===== config.mk =====
export PLATFORM = sky130hd
export DESIGN_NAME = timed_sample_fifo_top
export DESIGN_NICKNAME = d
export VERILOG_FILES = /design/src/rtl/tsf_pkg.sv /design/src/rtl/tsf_sample_store.sv /design/src/rtl/tsf_play_queue.sv /design/src/rtl/timed_sample_fifo_top.sv
export SDC_FILE = /design/constraint.sdc
export NUM_CORES = 1
export LEC_CHECK = 0
export BUFFER_PORTS_ARGS = -buffer_cell sky130_fd_sc_hd__buf_2
export CORE_ASPECT_RATIO = 1.1
export CORE_MARGIN = 3
export CORE_UTILIZATION = 45
export DETAILED_ROUTE_END_ITERATION = 12
export PLACE_DENSITY = 0.73
export SYNTH_ARGS = -nofsm -noshare
export SYNTH_HDL_FRONTEND = slang
export SYNTH_SLANG_ARGS = --single-unit

===== constraint.sdc =====
create_clock -name aclk -period 6.19 [get_ports aclk]
set_input_delay 1.238 -clock aclk [delete_from_list [all_inputs] [get_ports aclk]]
set_output_delay 1.238 -clock aclk [all_outputs]
set_load 0.03 [all_outputs]

===== src/rtl/tsf_pkg.sv =====
`timescale 1ns / 1ps

package tsf_pkg;

    // Queue depths
    localparam int FIFO_DEPTH_DEF = 32;
    localparam int PLAY_DEPTH_DEF = 8;

    // Field widths
    localparam int SAMPLE_W = 8;
    localparam int DATA_W   = 16;
    localparam int SIZE_W   = 2;
    localparam int STAMP_W  = 32;
    localparam int ACTION_W = 2;

    // Input word layout: tdata = {time_stamp, write_size, write_data}, tuser = action
    localparam int S_DATA_LSB  = 0;
    localparam int S_SIZE_LSB  = S_DATA_LSB + DATA_W;
    localparam int S_STAMP_LSB = S_SIZE_LSB + SIZE_W;
    localparam int S_FIELDS_W  = S_STAMP_LSB + STAMP_W;
    localparam int S_TDATA_W   = ((S_FIELDS_W + 7) / 8) * 8;
    localparam int S_TUSER_W   = ACTION_W;

    typedef enum logic [ACTION_W-1:0] {
        ACT_WRITE = 2'd0,
        ACT_POP   = 2'd1,
        ACT_TICK  = 2'd2,
        ACT_CLEAR = 2'd3
    } action_t;

    localparam logic [SIZE_W-1:0] SIZE_LO   = 2'd0;
    localparam logic [SIZE_W-1:0] SIZE_HI   = 2'd1;
    localparam logic [SIZE_W-1:0] SIZE_BOTH = 2'd2;

    typedef struct packed {
        logic clear;
        logic pop;
        logic push_first;
        logic push_second;
    } store_ctl_t;

    typedef struct packed {
        logic clear;
        logic push;
        logic tick;
    } play_ctl_t;

endpackage


===== src/rtl/tsf_sample_store.sv =====
`timescale 1ns / 1ps

module tsf_sample_store
    import tsf_pkg::*;
#(
    parameter int FIFO_DEPTH = FIFO_DEPTH_DEF,
    localparam int HW = $clog2(FIFO_DEPTH),
    localparam int CW = $clog2(FIFO_DEPTH + 1)
) (
    input  logic                aclk,
    input  logic                aresetn,
    input  store_ctl_t          ctl,
    input  logic [SAMPLE_W-1:0] first_byte,
    input  logic [SAMPLE_W-1:0] second_byte,
    output logic [SAMPLE_W-1:0] pop_byte,
    output logic [CW-1:0]       count_next
);

    localparam logic [CW-1:0] DEPTH_C = CW'(FIFO_DEPTH);
    localparam logic [CW:0]   DEPTH_W = (CW + 1)'(FIFO_DEPTH);
    localparam logic [HW-1:0] LAST_C  = HW'(FIFO_DEPTH - 1);

    logic [SAMPLE_W-1:0] mem [FIFO_DEPTH];
    logic [HW-1:0]       head_reg, head_next;
    logic [CW-1:0]       count_reg;
    logic [CW:0]         tail_sum;
    logic [HW-1:0]       tail0, tail1;
    logic                we0, we1;

    // Tail slot: head plus count, wrapped once
    always_comb begin
        tail_sum = {1'b0, CW'(head_reg)} + {1'b0, count_reg};
        if (tail_sum >= DEPTH_W) begin
            tail0 = HW'(tail_sum - DEPTH_W);
        end else begin
            tail0 = HW'(tail_sum);
        end
        tail1 = (tail0 == LAST_C) ? '0 : tail0 + 1'b1;
    end

    // Drop the second byte if the first one fills the store
    assign we0 = ctl.push_first && (count_reg < DEPTH_C);
    assign we1 = ctl.push_second && we0 && (count_reg != DEPTH_C - 1'b1);

    assign pop_byte = (count_reg != '0) ? mem[head_reg] : '0;

    always_comb begin
        head_next  = head_reg;
        count_next = count_reg;
        if (ctl.clear) begin
            head_next  = '0;
            count_next = '0;
        end else if (ctl.pop && count_reg != '0) begin
            head_next  = (head_reg == LAST_C) ? '0 : head_reg + 1'b1;
            count_next = count_reg - 1'b1;
        end else begin
            count_next = count_reg + CW'(we0) + CW'(we1);
        end
    end

    always_ff @(posedge aclk) begin
        if (!aresetn) begin
            head_reg  <= '0;
            count_reg <= '0;
        end else begin
            head_reg  <= head_next;
            count_reg <= count_next;
        end
    end

    always_ff @(posedge aclk) begin
        if (we0) begin
            mem[tail0] <= first_byte;
        end
        if (we1) begin
            mem[tail1] <= second_byte;
        end
    end

endmodule


===== src/rtl/tsf_play_queue.sv =====
`timescale 1ns / 1ps

module tsf_play_queue
    import tsf_pkg::*;
#(
    parameter int PLAY_DEPTH = PLAY_DEPTH_DEF,
    localparam int PW = $clog2(PLAY_DEPTH),
    localparam int PCW = $clog2(PLAY_DEPTH + 1)
) (
    input  logic                aclk,
    input  logic                aresetn,
    input  play_ctl_t           ctl,
    input  logic [SAMPLE_W-1:0] push_sample,
    input  logic [STAMP_W-1:0]  stamp,
    output logic [SAMPLE_W-1:0] held_next
);

    localparam logic [PCW-1:0] DEPTH_C = PCW'(PLAY_DEPTH);
    localparam logic [PCW:0]   DEPTH_W = (PCW + 1)'(PLAY_DEPTH);
    localparam logic [PW-1:0]  LAST_C  = PW'(PLAY_DEPTH - 1);

    logic [SAMPLE_W-1:0] samples [PLAY_DEPTH];
    logic [STAMP_W-1:0]  times   [PLAY_DEPTH];
    logic [PW-1:0]       head_reg, head_next;
    logic [PCW-1:0]      count_reg, count_next;
    logic [SAMPLE_W-1:0] held_reg;
    logic [PCW:0]        tail_sum;
    logic [PW-1:0]       tail;
    logic                we, take;

    always_comb begin
        tail_sum = {1'b0, PCW'(head_reg)} + {1'b0, count_reg};
        if (tail_sum >= DEPTH_W) begin
            tail = PW'(tail_sum - DEPTH_W);
        end else begin
            tail = PW'(tail_sum);
        end
    end

    // Drop the new entry when the queue is full
    assign we   = ctl.push && (count_reg < DEPTH_C);
    assign take = ctl.tick && (count_reg != '0) && (stamp >= times[head_reg]);

    always_comb begin
        head_next  = head_reg;
        count_next = count_reg;
        held_next  = held_reg;
        if (ctl.clear) begin
            head_next  = '0;
            count_next = '0;
            held_next  = '0;
        end else if (take) begin
            held_next  = samples[head_reg];
            head_next  = (head_reg == LAST_C) ? '0 : head_reg + 1'b1;
            count_next = count_reg - 1'b1;
        end else if (we) begin
            count_next = count_reg + 1'b1;
        end
    end

    always_ff @(posedge aclk) begin
        if (!aresetn) begin
            head_reg  <= '0;
            count_reg <= '0;
            held_reg  <= '0;
        end else begin
            head_reg  <= head_next;
            count_reg <= count_next;
            held_reg  <= held_next;
        end
    end

    always_ff @(posedge aclk) begin
        if (we) begin
            samples[tail] <= push_sample;
            times[tail]   <= stamp;
        end
    end

endmodule


===== src/rtl/timed_sample_fifo_top.sv =====
`timescale 1ns / 1ps

// Channel  Dir  tdata (low bit up)                                  tuser
// s_       in   write_data[15:0], write_size[17:16],               action[1:0]
//               time_stamp[49:18], zero pad to 56 bits
// m_       out  current_sample[7:0], fill_level[8 +: CW],           -
//               zero pad to whole bytes (CW = 6 at 32 entries)
//
// One word per cycle in and out while m_tready is high; one result word per
// input word. Path: input register, then queue update into the result register.
// Reset (aresetn low, synchronous) empties both queues and clears the playing sample.
// While m_tready is low the result holds and an empty input register takes one more
// word, then s_tready drops.

module timed_sample_fifo_top
    import tsf_pkg::*;
#(
    parameter int FIFO_DEPTH = FIFO_DEPTH_DEF,
    parameter int PLAY_DEPTH = PLAY_DEPTH_DEF,
    localparam int CW = $clog2(FIFO_DEPTH + 1),
    localparam int M_TDATA_W = ((SAMPLE_W + CW + 7) / 8) * 8
) (
    input  logic                  aclk,
    input  logic                  aresetn,
    input  logic                  s_tvalid,
    output logic                  s_tready,
    input  logic [S_TDATA_W-1:0]  s_tdata,   // write_data, write_size, time_stamp
    input  logic [S_TUSER_W-1:0]  s_tuser,   // action
    output logic                  m_tvalid,
    input  logic                  m_tready,
    output logic [M_TDATA_W-1:0]  m_tdata    // current_sample, fill_level
);

    logic                 in_valid_reg;
    action_t              action_reg;
    logic [DATA_W-1:0]    data_reg;
    logic [SIZE_W-1:0]    size_reg;
    logic [STAMP_W-1:0]   stamp_reg;
    logic                 m_valid_reg;
    logic [M_TDATA_W-1:0] m_data_reg, m_data_next;
    logic                 advance, fire;
    store_ctl_t           store_ctl;
    play_ctl_t            play_ctl;
    logic [SAMPLE_W-1:0]  first_byte, second_byte, pop_byte, held_next;
    logic [CW-1:0]        fill_next;

    assign advance  = !m_valid_reg || m_tready;
    assign fire     = in_valid_reg && advance;
    assign s_tready = !in_valid_reg || advance;
    assign m_tvalid = m_valid_reg;
    assign m_tdata  = m_data_reg;

    always_ff @(posedge aclk) begin
        if (!aresetn) begin
            in_valid_reg <= 1'b0;
        end else if (s_tready) begin
            in_valid_reg <= s_tvalid;
        end
    end

    always_ff @(posedge aclk) begin
        if (s_tready && s_tvalid) begin
            action_reg <= action_t'(s_tuser);
            data_reg   <= s_tdata[S_DATA_LSB +: DATA_W];
            size_reg   <= s_tdata[S_SIZE_LSB +: SIZE_W];
            stamp_reg  <= s_tdata[S_STAMP_LSB +: STAMP_W];
        end
    end

    // Decode the word into queue commands
    always_comb begin
        store_ctl   = '0;
        play_ctl    = '0;
        first_byte  = data_reg[SAMPLE_W-1:0];
        second_byte = data_reg[DATA_W-1:SAMPLE_W];
        case (action_reg)
            ACT_WRITE: begin
                store_ctl.push_first = fire;
                if (size_reg == SIZE_BOTH) begin
                    store_ctl.push_second = fire;
                end else if (size_reg != SIZE_LO) begin
                    first_byte = data_reg[DATA_W-1:SAMPLE_W];
                end
            end
            ACT_POP: begin
                store_ctl.pop = fire;
                play_ctl.push = fire;
            end
            ACT_TICK: begin
                play_ctl.tick = fire;
            end
            ACT_CLEAR: begin
                store_ctl.clear = fire;
                play_ctl.clear  = fire;
            end
            default: begin
                store_ctl = '0;
            end
        endcase
    end

    tsf_sample_store #(
        .FIFO_DEPTH (FIFO_DEPTH)
    ) u_store (
        .aclk        (aclk),
        .aresetn     (aresetn),
        .ctl         (store_ctl),
        .first_byte  (first_byte),
        .second_byte (second_byte),
        .pop_byte    (pop_byte),
        .count_next  (fill_next)
    );

    tsf_play_queue #(
        .PLAY_DEPTH (PLAY_DEPTH)
    ) u_play (
        .aclk        (aclk),
        .aresetn     (aresetn),
        .ctl         (play_ctl),
        .push_sample (pop_byte),
        .stamp       (stamp_reg),
        .held_next   (held_next)
    );

    assign m_data_next = M_TDATA_W'({fill_next, held_next});

    always_ff @(posedge aclk) begin
        if (!aresetn) begin
            m_valid_reg <= 1'b0;
        end else if (advance) begin
            m_valid_reg <= in_valid_reg;
        end
    end

    always_ff @(posedge aclk) begin
        if (fire) begin
            m_data_reg <= m_data_next;
        end
    end

    a_fill_bound: assert property (@(posedge aclk) disable iff (!aresetn)
        m_valid_reg |-> (m_data_reg[SAMPLE_W +: CW] <= CW'(FIFO_DEPTH)))
        else $error("fill level above depth");

    a_clear_zero: assert property (@(posedge aclk) disable iff (!aresetn)
        fire && action_reg == ACT_CLEAR |=> m_data_reg == '0)
        else $error("clear did not empty the queues");

    a_result_load: assert property (@(posedge aclk) disable iff (!aresetn)
        fire |=> m_valid_reg)
        else $error("result word lost");

endmodule


# [After elaboration in Yosys (flattened, before gate mapping)]
# Memories as Yosys holds them, arrays and structs flattened. A register that Yosys moved wholly into a read port is not among the register bits.
# Cells that the tools add are included.
[op_classes] bitwise_logic=1 muxes=32 div=0 shifts=0 n_lt_le_gt_ge=5 mul=0 n_eq_ne=8 reduce_logical=19 add_sub_neg=12
[ops] cell="two-way mux 8 bit" n=6
[ops] cell="greater-or-equal comparator 32 bit" n=1
[ops] cell="two-way mux 5 bit" n=5
[ops] cell="two-way mux 3 bit" n=6
[ops] cell="adder 6 x 1 -> 6 bit" n=2
[ops] cell="two-way mux 6 bit" n=2
[ops] cell="adder 5 x 1 -> 5 bit (second input constant)" n=2
[ops] cell="equality test 5 bit (second input constant)" n=2
[ops] cell="two-way mux 1 bit" n=10
[ops] cell="logical AND 1 bit" n=9
[ops] cell="two-way mux 4 bit" n=2
[ops] cell="adder 5 x 6 -> 7 bit" n=1
[ops] cell="greater-or-equal comparator 7 x 6 -> 1 bit (second input constant)" n=1
[ops] cell="equality test 2 bit (second input constant)" n=3
[ops] cell="less-than comparator 6 bit (second input constant)" n=1
[ops] cell="inequality test 6 x 5 -> 1 bit (second input constant)" n=1
[ops] cell="nonzero test 6 bit" n=1
[ops] cell="subtractor 6 x 1 -> 6 bit (second input constant)" n=1
[ops] cell="adder 3 x 4 -> 5 bit" n=1
[ops] cell="greater-or-equal comparator 5 x 4 -> 1 bit (second input constant)" n=1
[ops] cell="subtractor 5 x 1 -> 5 bit (second input constant)" n=1
[ops] cell="adder 4 x 1 -> 4 bit (second input constant)" n=1
[ops] cell="less-than comparator 4 bit (second input constant)" n=1
[ops] cell="nonzero test 2 bit" n=2
[ops] cell="other kinds (12)" n=14
[totals] output_inout_bits=18 ram_bits=576 rom_bits=0 n_memories=3 ff_bits=94 latchBits=0
[memory_table] memory="u_play.times" depth=8 word_bits=32 read_ports=1 rd_clocked_by_memory_dff=1 write_ports=1 line_no="tsf_play_queue.sv:23" text="logic [STAMP_W-1:0] times [PLAY_DEPTH];"
[memory_table] memory="u_store.mem" depth=32 word_bits=8 read_ports=1 rd_clocked_by_memory_dff=1 write_ports=2 line_no="tsf_sample_store.sv:23" text="logic [SAMPLE_W-1:0] mem [FIFO_DEPTH];"
[memory_table] memory="u_play.samples" depth=8 word_bits=8 read_ports=1 rd_clocked_by_memory_dff=1 write_ports=1 line_no="tsf_play_queue.sv:22" text="logic [SAMPLE_W-1:0] samples [PLAY_DEPTH];"

# [Depth between registers and ports, before layout]
# Gate-level depths: netlist of the first run.
[logic_depth] ltp_word=11 mapped_depth=19 ltp_nobuf=14

# [Cells and area by module]
# Synthesis of the first run repeated with hierarchy kept, for this count alone.
[unflattened] cells_unflattened=1698 area_unflattened_um2=30540.5
[modules_own_cells] module="tsf_sample_store" area_per_inst_um2=14651.6 cells_per_inst=942 instances=1
[modules_own_cells] module="tsf_play_queue" area_per_inst_um2=13631.8 cells_per_inst=662 instances=1
[modules_own_cells] module="timed_sample_fifo_top" area_per_inst_um2=2257.2 cells_per_inst=94 instances=1

# [Least setup slack after synthesis of the first run]
# OpenSTA, ideal clock, no wires.
[synth_path] path_kind="input port to flip-flop" startpoint="input port m_tready" endpoint="memory u_play.samples[1][0] (enable)" stages=5 path_buffers=0 required_time_ns=5.703 setup_ns=0.487 slack_ns=0.902 t_arrival_ns=4.801 cell_sequence="nand2b_1 -> nand3_1 -> nor2_1 -> nand2_1 -> nor3_1"
[synth_via] elab_chain_len=6
[synth_lines] element="from (decl)" line_no="timed_sample_fifo_top.sv:30" text="input logic m_tready,"
[synth_lines] element="logical OR 1 bit" line_no="timed_sample_fifo_top.sv:47" text="assign advance = !m_valid_reg || m_tready;"
[synth_lines] element="logical AND 1 bit" line_no="timed_sample_fifo_top.sv:48" text="assign fire = in_valid_reg && advance;"
[synth_lines] element="two-way mux 1 bit" line_no="timed_sample_fifo_top.sv:76" text="case (action_reg)"
[synth_lines] element="logical AND 1 bit" line_no="tsf_play_queue.sv:41" text="assign we = ctl.push && (count_reg < DEPTH_C);"
[synth_lines] element="two-way mux 1 bit" line_no="tsf_play_queue.sv:74" text="if (we) begin"
[synth_lines] element="two-way mux 1 bit (not written as such)" line_no="tsf_play_queue.sv:75" text="samples[tail] <= push_sample;"
[synth_lines] element="to (decl)" line_no="tsf_play_queue.sv:22"
# Every way passes these cells.

==> results of run 1 <==
final cells by class:
cell class | count | share of cell area (%)
tap | 858 | 3.146
timing repair buffer | 125 | 2.302
clock buffer | 90 | 5.507
multi-input combinational | 928 | 28.75
inverter | 8 | 0.08799
clock inverter | 37 | 1.566
sequential | 678 | 58.64
worst register-to-register path: stages (launching register included):
cell,delay (ns)
dfxtp_1,0.39
ha_1,0.26
fa_1,0.44
a21o_1,0.19
a21oi_1,0.17
xnor2_1,0.33
inv_1,0.24
ha_1,0.69
inv_2,0.23
and2_1,0.27
o211ai_1,0.56
o21ai_0,0.81
cells in the mapped netlist (3+ instances only):
library cell,instances
inv_1,7
xor2_1,5
nand2_1,32
o41ai_1,3
nand3_1,15
or2_2,3
nor2b_1,13
and3_1,7
nor3_1,34
nand2b_1,6
buf_1,9
a21o_1,6
nand4_2,7
mux2i_1,48
ha_1,48
buf_2,29
mux4_2,160
nor4_1,3
nand4_4,4
a221oi_1,8
dfxtp_1,36
mux2_2,201
nor4b_1,3
o211ai_1,6
nor2_1,99
nand3_2,6
nand4_1,13
and2_1,10
fa_1,4
buf_4,3
nand2_2,4
o21bai_1,4
o21ai_0,37
clkbuf_1,80
and4_1,5
edfxtp_1,642
xnor2_1,10
or3_1,3
a21oi_1,91
layer usage:
metal,vias up,share of wire [%]
li1,7135,-
met1,8441,39
met2,583,52
met3,131,5.8
met4,0,2.9
met5,-,0
how the worst min path moves through the flow:
stage	from	endpoint	slack [ns]
after floorplan	u_store.head_reg[4]$_SDFFE_PP0P_	flop	0.48
after CTS	u_play.head_reg[1]$_SDFFE_PP0N_	flop	0.53
after global routing	u_play.head_reg[1]$_SDFFE_PP0N_	flop	0.55
after detailed placement	u_play.head_reg[0]$_SDFFE_PP0N_	flop	0.52
final	u_play.head_reg[1]$_SDFFE_PP0N_	flop	0.52
after global placement	u_play.head_reg[2]$_SDFFE_PP0N_	flop	0.50
report_power, final:
part / switching, mW / total [mW] / internal (mW)
Combinational: 0.188 / 0.324 / 0.135
Sequential: 0.0522 / 5.12 / 5.06
Clock: 1.82 / 4.35 / 2.53
through the flow:
step | cells | setup slack [ns] | instance area, sq um
floorplan | 1735 | 0.9023 | 30270
global placement | 2597 | 1.443 | 31710
detailed placement | 2597 | 1.210 | 31710
CTS | 2724 | 1.212 | 34130
global route | 2724 | 0.8531 | 34130
finish | 2724 | 1.169 | 34130
cell families (layout without fill, tap and decap cells):
group | Yosys count | count (layout) | share of synthesized area, %
flops | 678 | 678 | 66.08
compound gates | 174 | 174 | 3.374
xor+xnor | 16 | 16 | 0.5085
simple gates | 274 | 274 | 5.002
buf+inv | 129 | 260 | 1.757
other cells | 1 | 2 | 0.01239
mux | 410 | 410 | 21.02
fa+ha+maj | 52 | 52 | 2.249
layout by cell type (no fill, tap or decap), types with 9 or more instances in the layout:
cell type  Yosys  final
a21oi_1       91     91
and2_1        10      9
buf_2         29     71
buf_4          3     52
clkbuf_1      80     17
clkbuf_16      0     72
clkinv_1       0     11
dfxtp_1       36     31
edfxtp_1     642    642
ha_1          48     48
mux2_2       201    201
mux2i_1       48     48
mux4_2       160    160
nand2_1       32     32
nand3_1       15     15
nand4_1       13     13
nor2_1        99     95
nor2b_1       13     13
nor3_1        34     30
o21ai_0       37     35
xnor2_1       10     10
==> summary.md, run 1 <==
| Metric | Value |
|---|---|
| Fillers | 5222 |
| Initial core utilization | 45.50% |
| Yosys reg bits | 678 |
| Reg2Reg Depth | 11 |
| RSZ-0062 raised after global routing | false |
| PD cells | 287.0 mW/mm^2 |
| Max_slew headroom | 8.737% |
| P&R area growth vs syn | 12.76% |
| Final ANT Viol Nets | 0 |
| Post-CTS setup buffers | 0 |
| Met2 usage | 34.25% |
| IO Count | 80 |
| VDD IR max | 0.0001926 V |
| DRC | 0 |
| Nets@finish | 1927 |
| Tmin final | 5.021 ns |
| Synth area leader | edfxtp_1 |
| Sequential share of the synthesized area | 66.08% |
| CTS tree | done |
| Core box area | 0.06652 sq mm |
| TritonCTS buffer count | 72 |
| Hold Path Stages | 2 |
| Hold_buf cts | 0 |
| Global-route track usage on met1 | 24.23% |
| FF+latch area | 0.02001 sq mm |
| CP Buf/Inv Count | 2 |
| Worst EP arrival | 5.18 ns |
| Post-Route Setup TNS | 0 ns |
| CP peak stage delay | 0.81 ns |
| Skew final | 0.05045 ns |
| Max Freq | 0.1992 GHz |
| Cell area after synthesis | 0.03027 sq mm |
| DR vias/cell | 5.980 |
| First-pass GRT wire length | 103200 microns |
| Buffer levels on the longest clock path | 3 |
| Post-synth ARST share | 0% |
| Total power | 9.793 mW |
| Max Cap Violations | 0 |
| Number of stages on the worst setup path | 11 |
| Critical path's most frequent cell | ha_1 |
| CP Class | reg -> reg |
| Clock Sinks | 678 |
| Vias in the first global route | 17230 |
| Most common flop cell mapped by yosys | edfxtp_1 |
| Crit-path max FO | 17 |
| Final wirelength | 67430 microns |
| Cell row count | 99 |
| Mean area per synthesized cell | 17.45 sq um |
| Hold Path Class | reg -> reg |
| Total track usage | 19.32% |
| Finished Core Util | 51.30% |
| Die ar. | 0.07041 sq mm |
| Slew @ Worst Pin | 1.355 ns |
| Clk_lat worst skew | 0.63 ns |
| Reg-to-reg critical path startpoint | u_store.count_reg[0]$_SDFF_PN0_ |
| Die H | 278.0 microns |
| Largest net degree at the start of global routing | 58 |
| Slowest-stage cell, CP | o21ai_0 |
| DRT Pass-1 Iters | 5 |
| Slew Viols, Final | 0 |
| Hold Vio Cnt, Final | 0 |
| Worst path cell trace | ha_1 -> fa_1 -> a21o_1 -> a21oi_1 -> xnor2_1 -> inv_1 -> ha_1 -> inv_2 -> and2_1 -> o211ai_1 -> o21ai_0 |
| H-tree Lvls | 3 |
| Total global routing overflow | 0 |
| Data required, critical path | 6.35 ns |
| Leak | 11.23 nW |
| Tcrit/Tclk final | 81.11% |
| Reg2reg setup slack | 1.17 ns |
| Clock root cell | clkbuf_16 |
| GRT met3 Usage | 2.738% |
| Worst-path clk slew | 0.06 ns |
| Synth top area share | 63.70% |
| Most used routing layer | met2 |
| IO Port Bufs | 71 |
| CP Capture Type | flop |
| Regs by FF count | u_play.times: 256 flops, u_store.mem: 256 flops, u_play.samples: 64 flops |
| # setup viols final | 0 |
| Post_cts resized | 0 |
| FF-to-FF End | u_store.mem[5][5]$_DFFE_PP_ |
| Initial DRC count | 1677 |
| Layout cell share with drive strength beyond 1 | 33.98% |
| Library cells used by synthesis | 63 |
| Area taken by multi-input logic gates | 0.009811 sq mm |
| Delay-heaviest family, CP | compound AO/OA/AOI/OAI gates |
| Number of synthesis warnings | 0 |
| ANT cells | 0 |
| Final hold slack | 0.5243 ns |
| WL/cell | 24.76 microns |
| Initial antenna violation count | 0 |
| Synth top area cells | edfxtp_1, mux4_2, mux2_2 |
| Syn Inst Count | 1734 |
| GPL Wtd Cong | 0.8395 |
| Die Wd | 253.3 microns |
| Outcome | complete, no violations |
| Overall via count from detail_route | 16290 |
| CP endpoint | u_store.mem[5][5]$_DFFE_PP_ |
| Post-synth EDFFs | 642 |
| Crit path from | u_store.count_reg[0]$_SDFF_PN0_ |
| DP HPWL | 41800 microns |
| Startpoint Class | flop |
Power figures use the tool's default switching activity.
==> run 2, diff against run 1 <==
--- a/config.mk
+++ b/config.mk
@@ -10,7 +10,7 @@
 export CORE_MARGIN = 3
 export CORE_UTILIZATION = 45
 export DETAILED_ROUTE_END_ITERATION = 12
-export PLACE_DENSITY = 0.73
+export PLACE_DENSITY = 0.75
 export SYNTH_ARGS = -nofsm -noshare
 export SYNTH_HDL_FRONTEND = slang
 export SYNTH_SLANG_ARGS = --single-unit
==> constraint.sdc (replaced) <==
create_clock -name aclk -period 4.18 [get_ports aclk]
set_input_delay 0.836 -clock aclk [delete_from_list [all_inputs] [get_ports aclk]]
set_output_delay 0.836 -clock aclk [all_outputs]
set_load 0.03 [all_outputs]
==> run 2 against run 1 <==
Effect of this change:
- maximum frequency rose by 28%
- register-to-register slack got worse by 0.91 ns
- clock-buffer cell count unchanged
- sequential power grew 48%
- critical path depth grew 2
- hold slack lost 0.15 ns
==> summary.md, run 2 (same netlist as run 1, synthesis figures left out) <==
| Metric | Value |
|---|---|
| Outcome | complete, no violations |
| Hold Path Class | in -> reg |
| DP HPWL | 43400 microns |
| TritonCTS buffer count | 73 |
| Crit path from | u_store.head_reg[0]$_SDFFE_PP0P_ |
| Pre-CTS setup slack | 0.06133 ns |
| Slew Viols, Final | 0 |
| PD cells | 422.0 mW/mm^2 |
| P&R area growth vs syn | 14.34% |
| Pint | 11.48 mW |
| Skew final | 0.05218 ns |
| Regs by FF count | u_play.times: 256 flops, u_store.mem: 256 flops, u_play.samples: 64 flops |
| Die ar. | 0.07041 sq mm |
| Tcrit/Tclk final | 93.88% |
| DRT Pass-1 Iters | 6 |
| ANT cells | 0 |
| Cell row count | 99 |
| CP endpoint | u_store.mem[19][7]$_DFFE_PP_ |
| Final ANT Viol Nets | 0 |
| Worst EP arrival | 4.26 ns |
| RSZ-0062 raised after global routing | false |
| Sw frac | 21.38% |
| Clock root cell | clkbuf_16 |
| Worst path cell trace | ha_1 -> fa_1 -> a21o_1 -> a21oi_1 -> xnor2_1 -> inv_1 -> ha_1 -> inv_2 -> nor2_1 -> buf_4 -> o211ai_1 -> nor2_1 -> a21oi_1 |
| # setup viols final | 0 |
| Reg2reg setup slack | 0.26 ns |
| CP Class | reg -> reg |
| Tmin final | 3.924 ns |
| Data required, critical path | 4.52 ns |
| Final Worst Setup Slack | 0.2559 ns |
| Max_slew headroom | 12.56% |
| Clock Sinks | 678 |
| GPL Wtd Cong | 0.8342 |
| H-tree Lvls | 3 |
| Most frequent cells in the layout | edfxtp_1, mux2_2, mux4_2 |
| Worst-path clk slew | 0.06 ns |
| CP Buf/Inv Count | 3 |
| Clk pwr share | 44.8% |
| Finished Core Util | 52.02% |
| DRC | 0 |
| Overall via count from detail_route | 16650 |
| Clk_lat worst skew | 0.64 ns |
| Startpoint Class | flop |
| Core box area | 0.06652 sq mm |
| First-pass GRT wire length | 105600 microns |
| FF-to-FF End | u_store.mem[19][7]$_DFFE_PP_ |
| VDD IR max | 0.0003289 V |
| Layout cell share with drive strength beyond 1 | 35.65% |
| Initial core utilization | 45.50% |
| Crit-path max FO | 16 |
| Net Switching | 3.122 mW |
| Initial antenna violation count | 1 |
| Vias in the first global route | 17380 |
| Hold Vio Cnt, Final | 0 |
| Delay-heaviest family, CP | adder cells |
| Slowest-stage cell, CP | fa_1 |
| Initial DRC count | 1645 |
| CTS tree | done |
| Nets@finish | 1970 |
| Logic pwr share | 3.3% |
| Reg power frac | 52.0% |
| Slew @ Worst Pin | 1.298 ns |
| Die Wd | 253.3 microns |
| Final wirelength | 69250 microns |
| Largest net degree at the start of global routing | 65 |
| Max Freq | 0.2548 GHz |
| Leak | 11.49 nW |
| CP Capture Type | flop |
| WL/cell | 24.99 microns |
| IO Port Bufs | 71 |
| Reg-to-reg critical path startpoint | u_store.head_reg[0]$_SDFFE_PP0P_ |
| Total track usage | 19.86% |
| Reg2Reg Depth | 13 |
| Commonest non-fill, non-tap cell in the layout | edfxtp_1 |
| Buffer levels on the longest clock path | 3 |
| Hold_buf cts | 0 |
| Max Cap Violations | 0 |
| CP peak stage delay | 0.45 ns |
| Number of stages on the worst setup path | 13 |
| Fillers | 5212 |
| IO Count | 80 |
| DR vias/cell | 6.010 |
| Die H | 278.0 microns |
| Total global routing overflow | 0 |
-- run 2: cell types whose count changed in the layout (fill, tap and decap cells not counted), moves of 2 or more --
cell / before / now
clkinv_16: 5 / 3
clkinv_4: 1 / 3
clkinv_1: 11 / 14
nor3_2: 4 / 2
inv_16: 1 / 3
buf_4: 52 / 86
clkinv_2: 5 / 7
nor3_4: 0 / 2
buf_12: 2 / 9
-- run 2: power by group through the flow --
stage / Clock, mW / Sequential [mW] / Combinational (mW)
finish: 6.53 / 7.59 / 0.478
global route: 6.91 / 7.60 / 0.522
CTS: 6.66 / 7.59 / 0.476
detailed placement: 0 / 7.73 / 0.471
global placement: 0 / 7.72 / 0.449
floorplan: 0 / 7.69 / 0.321
-- run 2: worst min-delay path by stage --
stage | cells past startpoint | slack [ns] | start | to
6_report | 1 | 0.37 | s_tdata[21] | stamp_reg[3]$_DFFE_PP_
5_1_grt | 1 | 0.35 | s_tdata[27] | stamp_reg[9]$_DFFE_PP_
4_1_cts | 1 | 0.33 | s_tdata[21] | stamp_reg[3]$_DFFE_PP_
3_5_place_dp | 2 | 0.51 | u_play.head_reg[1]$_SDFFE_PP0N_ | flop
3_3_place_gp | 2 | 0.51 | u_play.head_reg[1]$_SDFFE_PP0N_ | flop
2_1_floorplan | 2 | 0.48 | u_store.head_reg[4]$_SDFFE_PP0P_ | flop
-- run 2: what timing repair did --
action,CTS,global route
gates resized for setup,0,9
buffers inserted,0,5
hold endpoints to repair,0,0
setup endpoints to repair,0,14
-- run 2: routing by layer --
layer	vias to the layer above	wire, microns	global-route usage (%)
met1	8618	26540	24.74
met4	2	2180	7.159
met2	651	36280	34.99
li1	7246	-	-
met5	-	13	0
met3	137	4237	3.346
-- run 2: area by class of cell --
cell class / count / area (sq um) / share of cell area, %
inverters: 8 / 30.03 / 0.08677
flip-flops and latches: 678 / 20010 / 57.83
well taps: 858 / 1074 / 3.102
multi-input cells: 928 / 9853 / 28.47
repair buffers: 167 / 1209 / 3.493
clock inverters: 42 / 536.8 / 1.551
clock buffers: 90 / 1891 / 5.463
-- run 2: through the flow --
step / setup TNS [ns] / cells / power, mW / hold slack, ns / cell area (sq um)
floorplan: -56.45 / 1735 / 8.015 / 0.4800 / 30330
global placement: 0 / 2634 / 8.173 / 0.5078 / 32100
detailed placement: 0 / 2634 / 8.202 / 0.5145 / 32100
CTS: 0 / 2766 / 14.73 / 0.3335 / 34530
global route: 0 / 2771 / 15.03 / 0.3460 / 34610
finish: 0 / 2771 / 14.60 / 0.3713 / 34610
==> run 3, diff against run 2 <==
--- a/config.mk
+++ b/config.mk
@@ -5,6 +5,7 @@
 export SDC_FILE = /design/constraint.sdc
 export NUM_CORES = 1
 export LEC_CHECK = 0
+export ABC_AREA = 1
 export BUFFER_PORTS_ARGS = -buffer_cell sky130_fd_sc_hd__buf_2
 export CORE_ASPECT_RATIO = 1.1
 export CORE_MARGIN = 3
==> run 3 against run 2 <==
Effect of this change:
- clock skew shrank 0.014 ns
- global-route usage rose by 1.8 points
- non-clock buffer count up 16
- area after synthesis is 2.5% higher
- wire length increased by 15%
- clock power rose by 2%
- first-iteration DRC count grew 60%
==> summary.md, run 3 <==
| Metric | Value |
|---|---|
| First-pass GRT wire length | 122200 microns |
| Slew Viols, Final | 0 |
| Regs by FF count | u_play.times: 256 flops, u_store.mem: 256 flops, u_play.samples: 64 flops |
| Worst EP arrival | 4.17 ns |
| Most common flop cell mapped by yosys | edfxtp_1 |
| CTS tree | done |
| Critical path's most frequent cell | inv_1 |
| Final wirelength | 79830 microns |
| Cell area after synthesis | 0.03103 sq mm |
| DRC | 0 |
| CP peak stage delay | 1.02 ns |
| Synth area leader | edfxtp_1 |
| Commonest non-fill, non-tap cell in the layout | edfxtp_1 |
| Post-synth EDFFs | 642 |
| Synth top area cells | edfxtp_1, nand2_1, o21ai_0 |
| Post-synth ARST share | 0% |
| Clk_lat worst skew | 0.63 ns |
| Initial core utilization | 45.68% |
| Data required, critical path | 4.41 ns |
| Largest net degree at the start of global routing | 129 |
| Post-Route Setup TNS | 0 ns |
| Core box area | 0.06794 sq mm |
| Clock Sinks | 678 |
| Syn Inst Count | 2881 |
| Placed cell areas | 0.03267 sq mm |
| Worst path cell trace | ha_1 -> fa_1 -> a21oi_1 -> o21bai_1 -> xnor2_1 -> inv_1 -> nor3_1 -> inv_1 -> o21ai_0 |
| Number of stages on the worst setup path | 9 |
| RSZ-0062 raised after global routing | false |
| Post-CTS setup buffers | 0 |
| Crit-path max FO | 8 |
| Initial DRC count | 2629 |
| Yosys reg bits | 678 |
| Leak | 12.97 nW |
| Most frequent cells after synthesis | edfxtp_1, nand2_1, o21ai_0 |
| Fillers | 5734 |
| Reg2Reg Depth | 9 |
| Hold Path Class | in -> reg |
| Layout cell share with drive strength beyond 1 | 12.99% |
| Sequential share of the synthesized area | 64.45% |
| Startpoint Class | flop |
| Hold Vio Cnt, Final | 0 |
| Number of synthesis warnings | 0 |
| Pre-CTS setup slack | 0.2308 ns |
| Most frequent cells in the layout | edfxtp_1, nand2_1, o21ai_0 |
| DR vias/cell | 5.783 |
| Final Worst Setup Slack | 0.2418 ns |
| Max Cap Violations | 0 |
| IO Port Bufs | 71 |
| Initial antenna violation count | 0 |
| Crit path from | u_store.count_reg[0]$_SDFF_PN0_ |
| Mean area per synthesized cell | 10.77 sq um |
| Die Wd | 256.4 microns |
| CP Class | reg -> reg |
| H-tree Lvls | 3 |
| Overall via count from detail_route | 22540 |
| DRT Pass-1 Iters | 6 |
| DP HPWL | 47080 microns |
| Nets@finish | 3038 |
| Slew @ Worst Pin | 1.307 ns |
| Skew final | 0.03867 ns |
| Library cells used by synthesis | 51 |
| Total global routing overflow | 0 |
| Final non-filler cell area | 0.03519 sq mm |
| CP Buf/Inv Count | 2 |
| Die H | 281.4 microns |
| Delay-heaviest family, CP | compound AO/OA/AOI/OAI gates |
| Max Freq | 0.2539 GHz |
| ANT cells | 0 |
| Buffer levels on the longest clock path | 3 |
| Cell row count | 100 |
| PD cells | 420.1 mW/mm^2 |
| Slowest-stage cell, CP | o21ai_0 |
| Worst-path clk slew | 0.06 ns |
| # setup viols final | 0 |
| Reg2reg setup slack | 0.24 ns |
| Total track usage | 21.63% |
| WL/cell | 20.48 microns |
| Final ANT Viol Nets | 0 |
| Clock root cell | clkbuf_16 |
| CP endpoint | u_store.mem[18][6]$_DFFE_PP_ |
| Synth top area share | 62.12% |
| Max_slew headroom | 11.94% |
| TritonCTS buffer count | 73 |
| IO Count | 80 |
| CP Capture Type | flop |
| GPL Wtd Cong | 0.8801 |
| VDD IR max | 0.0002711 V |
| FF-to-FF End | u_store.mem[18][6]$_DFFE_PP_ |
| P&R area growth vs syn | 13.39% |
| Reg-to-reg critical path startpoint | u_store.count_reg[0]$_SDFF_PN0_ |
| Die ar. | 0.07215 sq mm |
| Tmin final | 3.938 ns |
| Outcome | complete, no violations |
| Vias in the first global route | 21810 |
| Tcrit/Tclk final | 94.22% |
| Most instantiated library cell after synthesis | edfxtp_1 |
-- run 3: area by class of cell --
| class | instances | area, sq um | share of cell area, % |
|---|---|---|---|
| Inverter | 92 | 354.1 | 1.006 |
| Clock inverter | 45 | 569.3 | 1.618 |
| Sequential cell | 678 | 20010 | 56.87 |
| Tap cell | 918 | 1149 | 3.264 |
| Multi-Input combinational cell | 1896 | 9787 | 27.81 |
| Timing Repair Buffer | 183 | 1433 | 4.071 |
| Clock buffer | 86 | 1886 | 5.359 |
-- run 3: repair_timing --
action,CTS,global route
resized for setup,0,7
setup endpoints to repair,0,27
hold buffers,0,0
-- run 3: kinds of logic after synthesis --
kind of cell,after synthesis,synth area share [%]
simple gates,1168,16.42
flops,678,64.45
compound gates,665,12.16
buf+inv,309,4.459
fa+ha+maj,52,2.193
xor+xnor,8,0.3105
other cells,1,0.01208
-- run 3: how the worst min path moves through the flow --
stage / startpoint / endpoint / slack [ns] / cells after the start
after floorplan: u_store.head_reg[4]$_SDFFE_PP0P_ / flop / 0.49 / 2
after global placement: m_tvalid$_SDFFE_PN0P_ / m_tvalid$_SDFFE_PN0P_ / 0.51 / 2
after detailed placement: m_tvalid$_SDFFE_PN0P_ / m_tvalid$_SDFFE_PN0P_ / 0.52 / 2
after CTS: s_tdata[2] / data_reg[2]$_DFFE_PP_ / 0.35 / 1
after global routing: s_tdata[22] / stamp_reg[4]$_DFFE_PP_ / 0.37 / 1
final: s_tdata[24] / stamp_reg[6]$_DFFE_PP_ / 0.38 / 1
-- run 3: stage by stage --
stage	utilization, %	hold slack (ns)	instances	power [mW]
finish	51.79	0.3792	3898	14.78
global route	51.79	0.3683	3898	15.19
CTS	51.70	0.3536	3896	14.84
detailed placement	48.09	0.5173	3765	8.272
global placement	48.09	0.5116	3765	8.248
floorplan	-	0.4891	2882	8.054
-- run 3: routing by layer --
| metal | vias up | part of all wire, % | track usage [%] |
|---|---|---|---|
| li1 | 10430 | - | - |
| met1 | 10740 | 37 | 26.32 |
| met2 | 1152 | 50 | 37.89 |
| met3 | 225 | 8.4 | 3.216 |
| met4 | 0 | 4.6 | 10.79 |
| met5 | - | 0 | 0 |
-- run 3: report_power, final --
part | switching [mW] | internal [mW]
sequential | 0.0650 | 7.50
combinational | 0.393 | 0.176
clock | 2.75 | 3.89
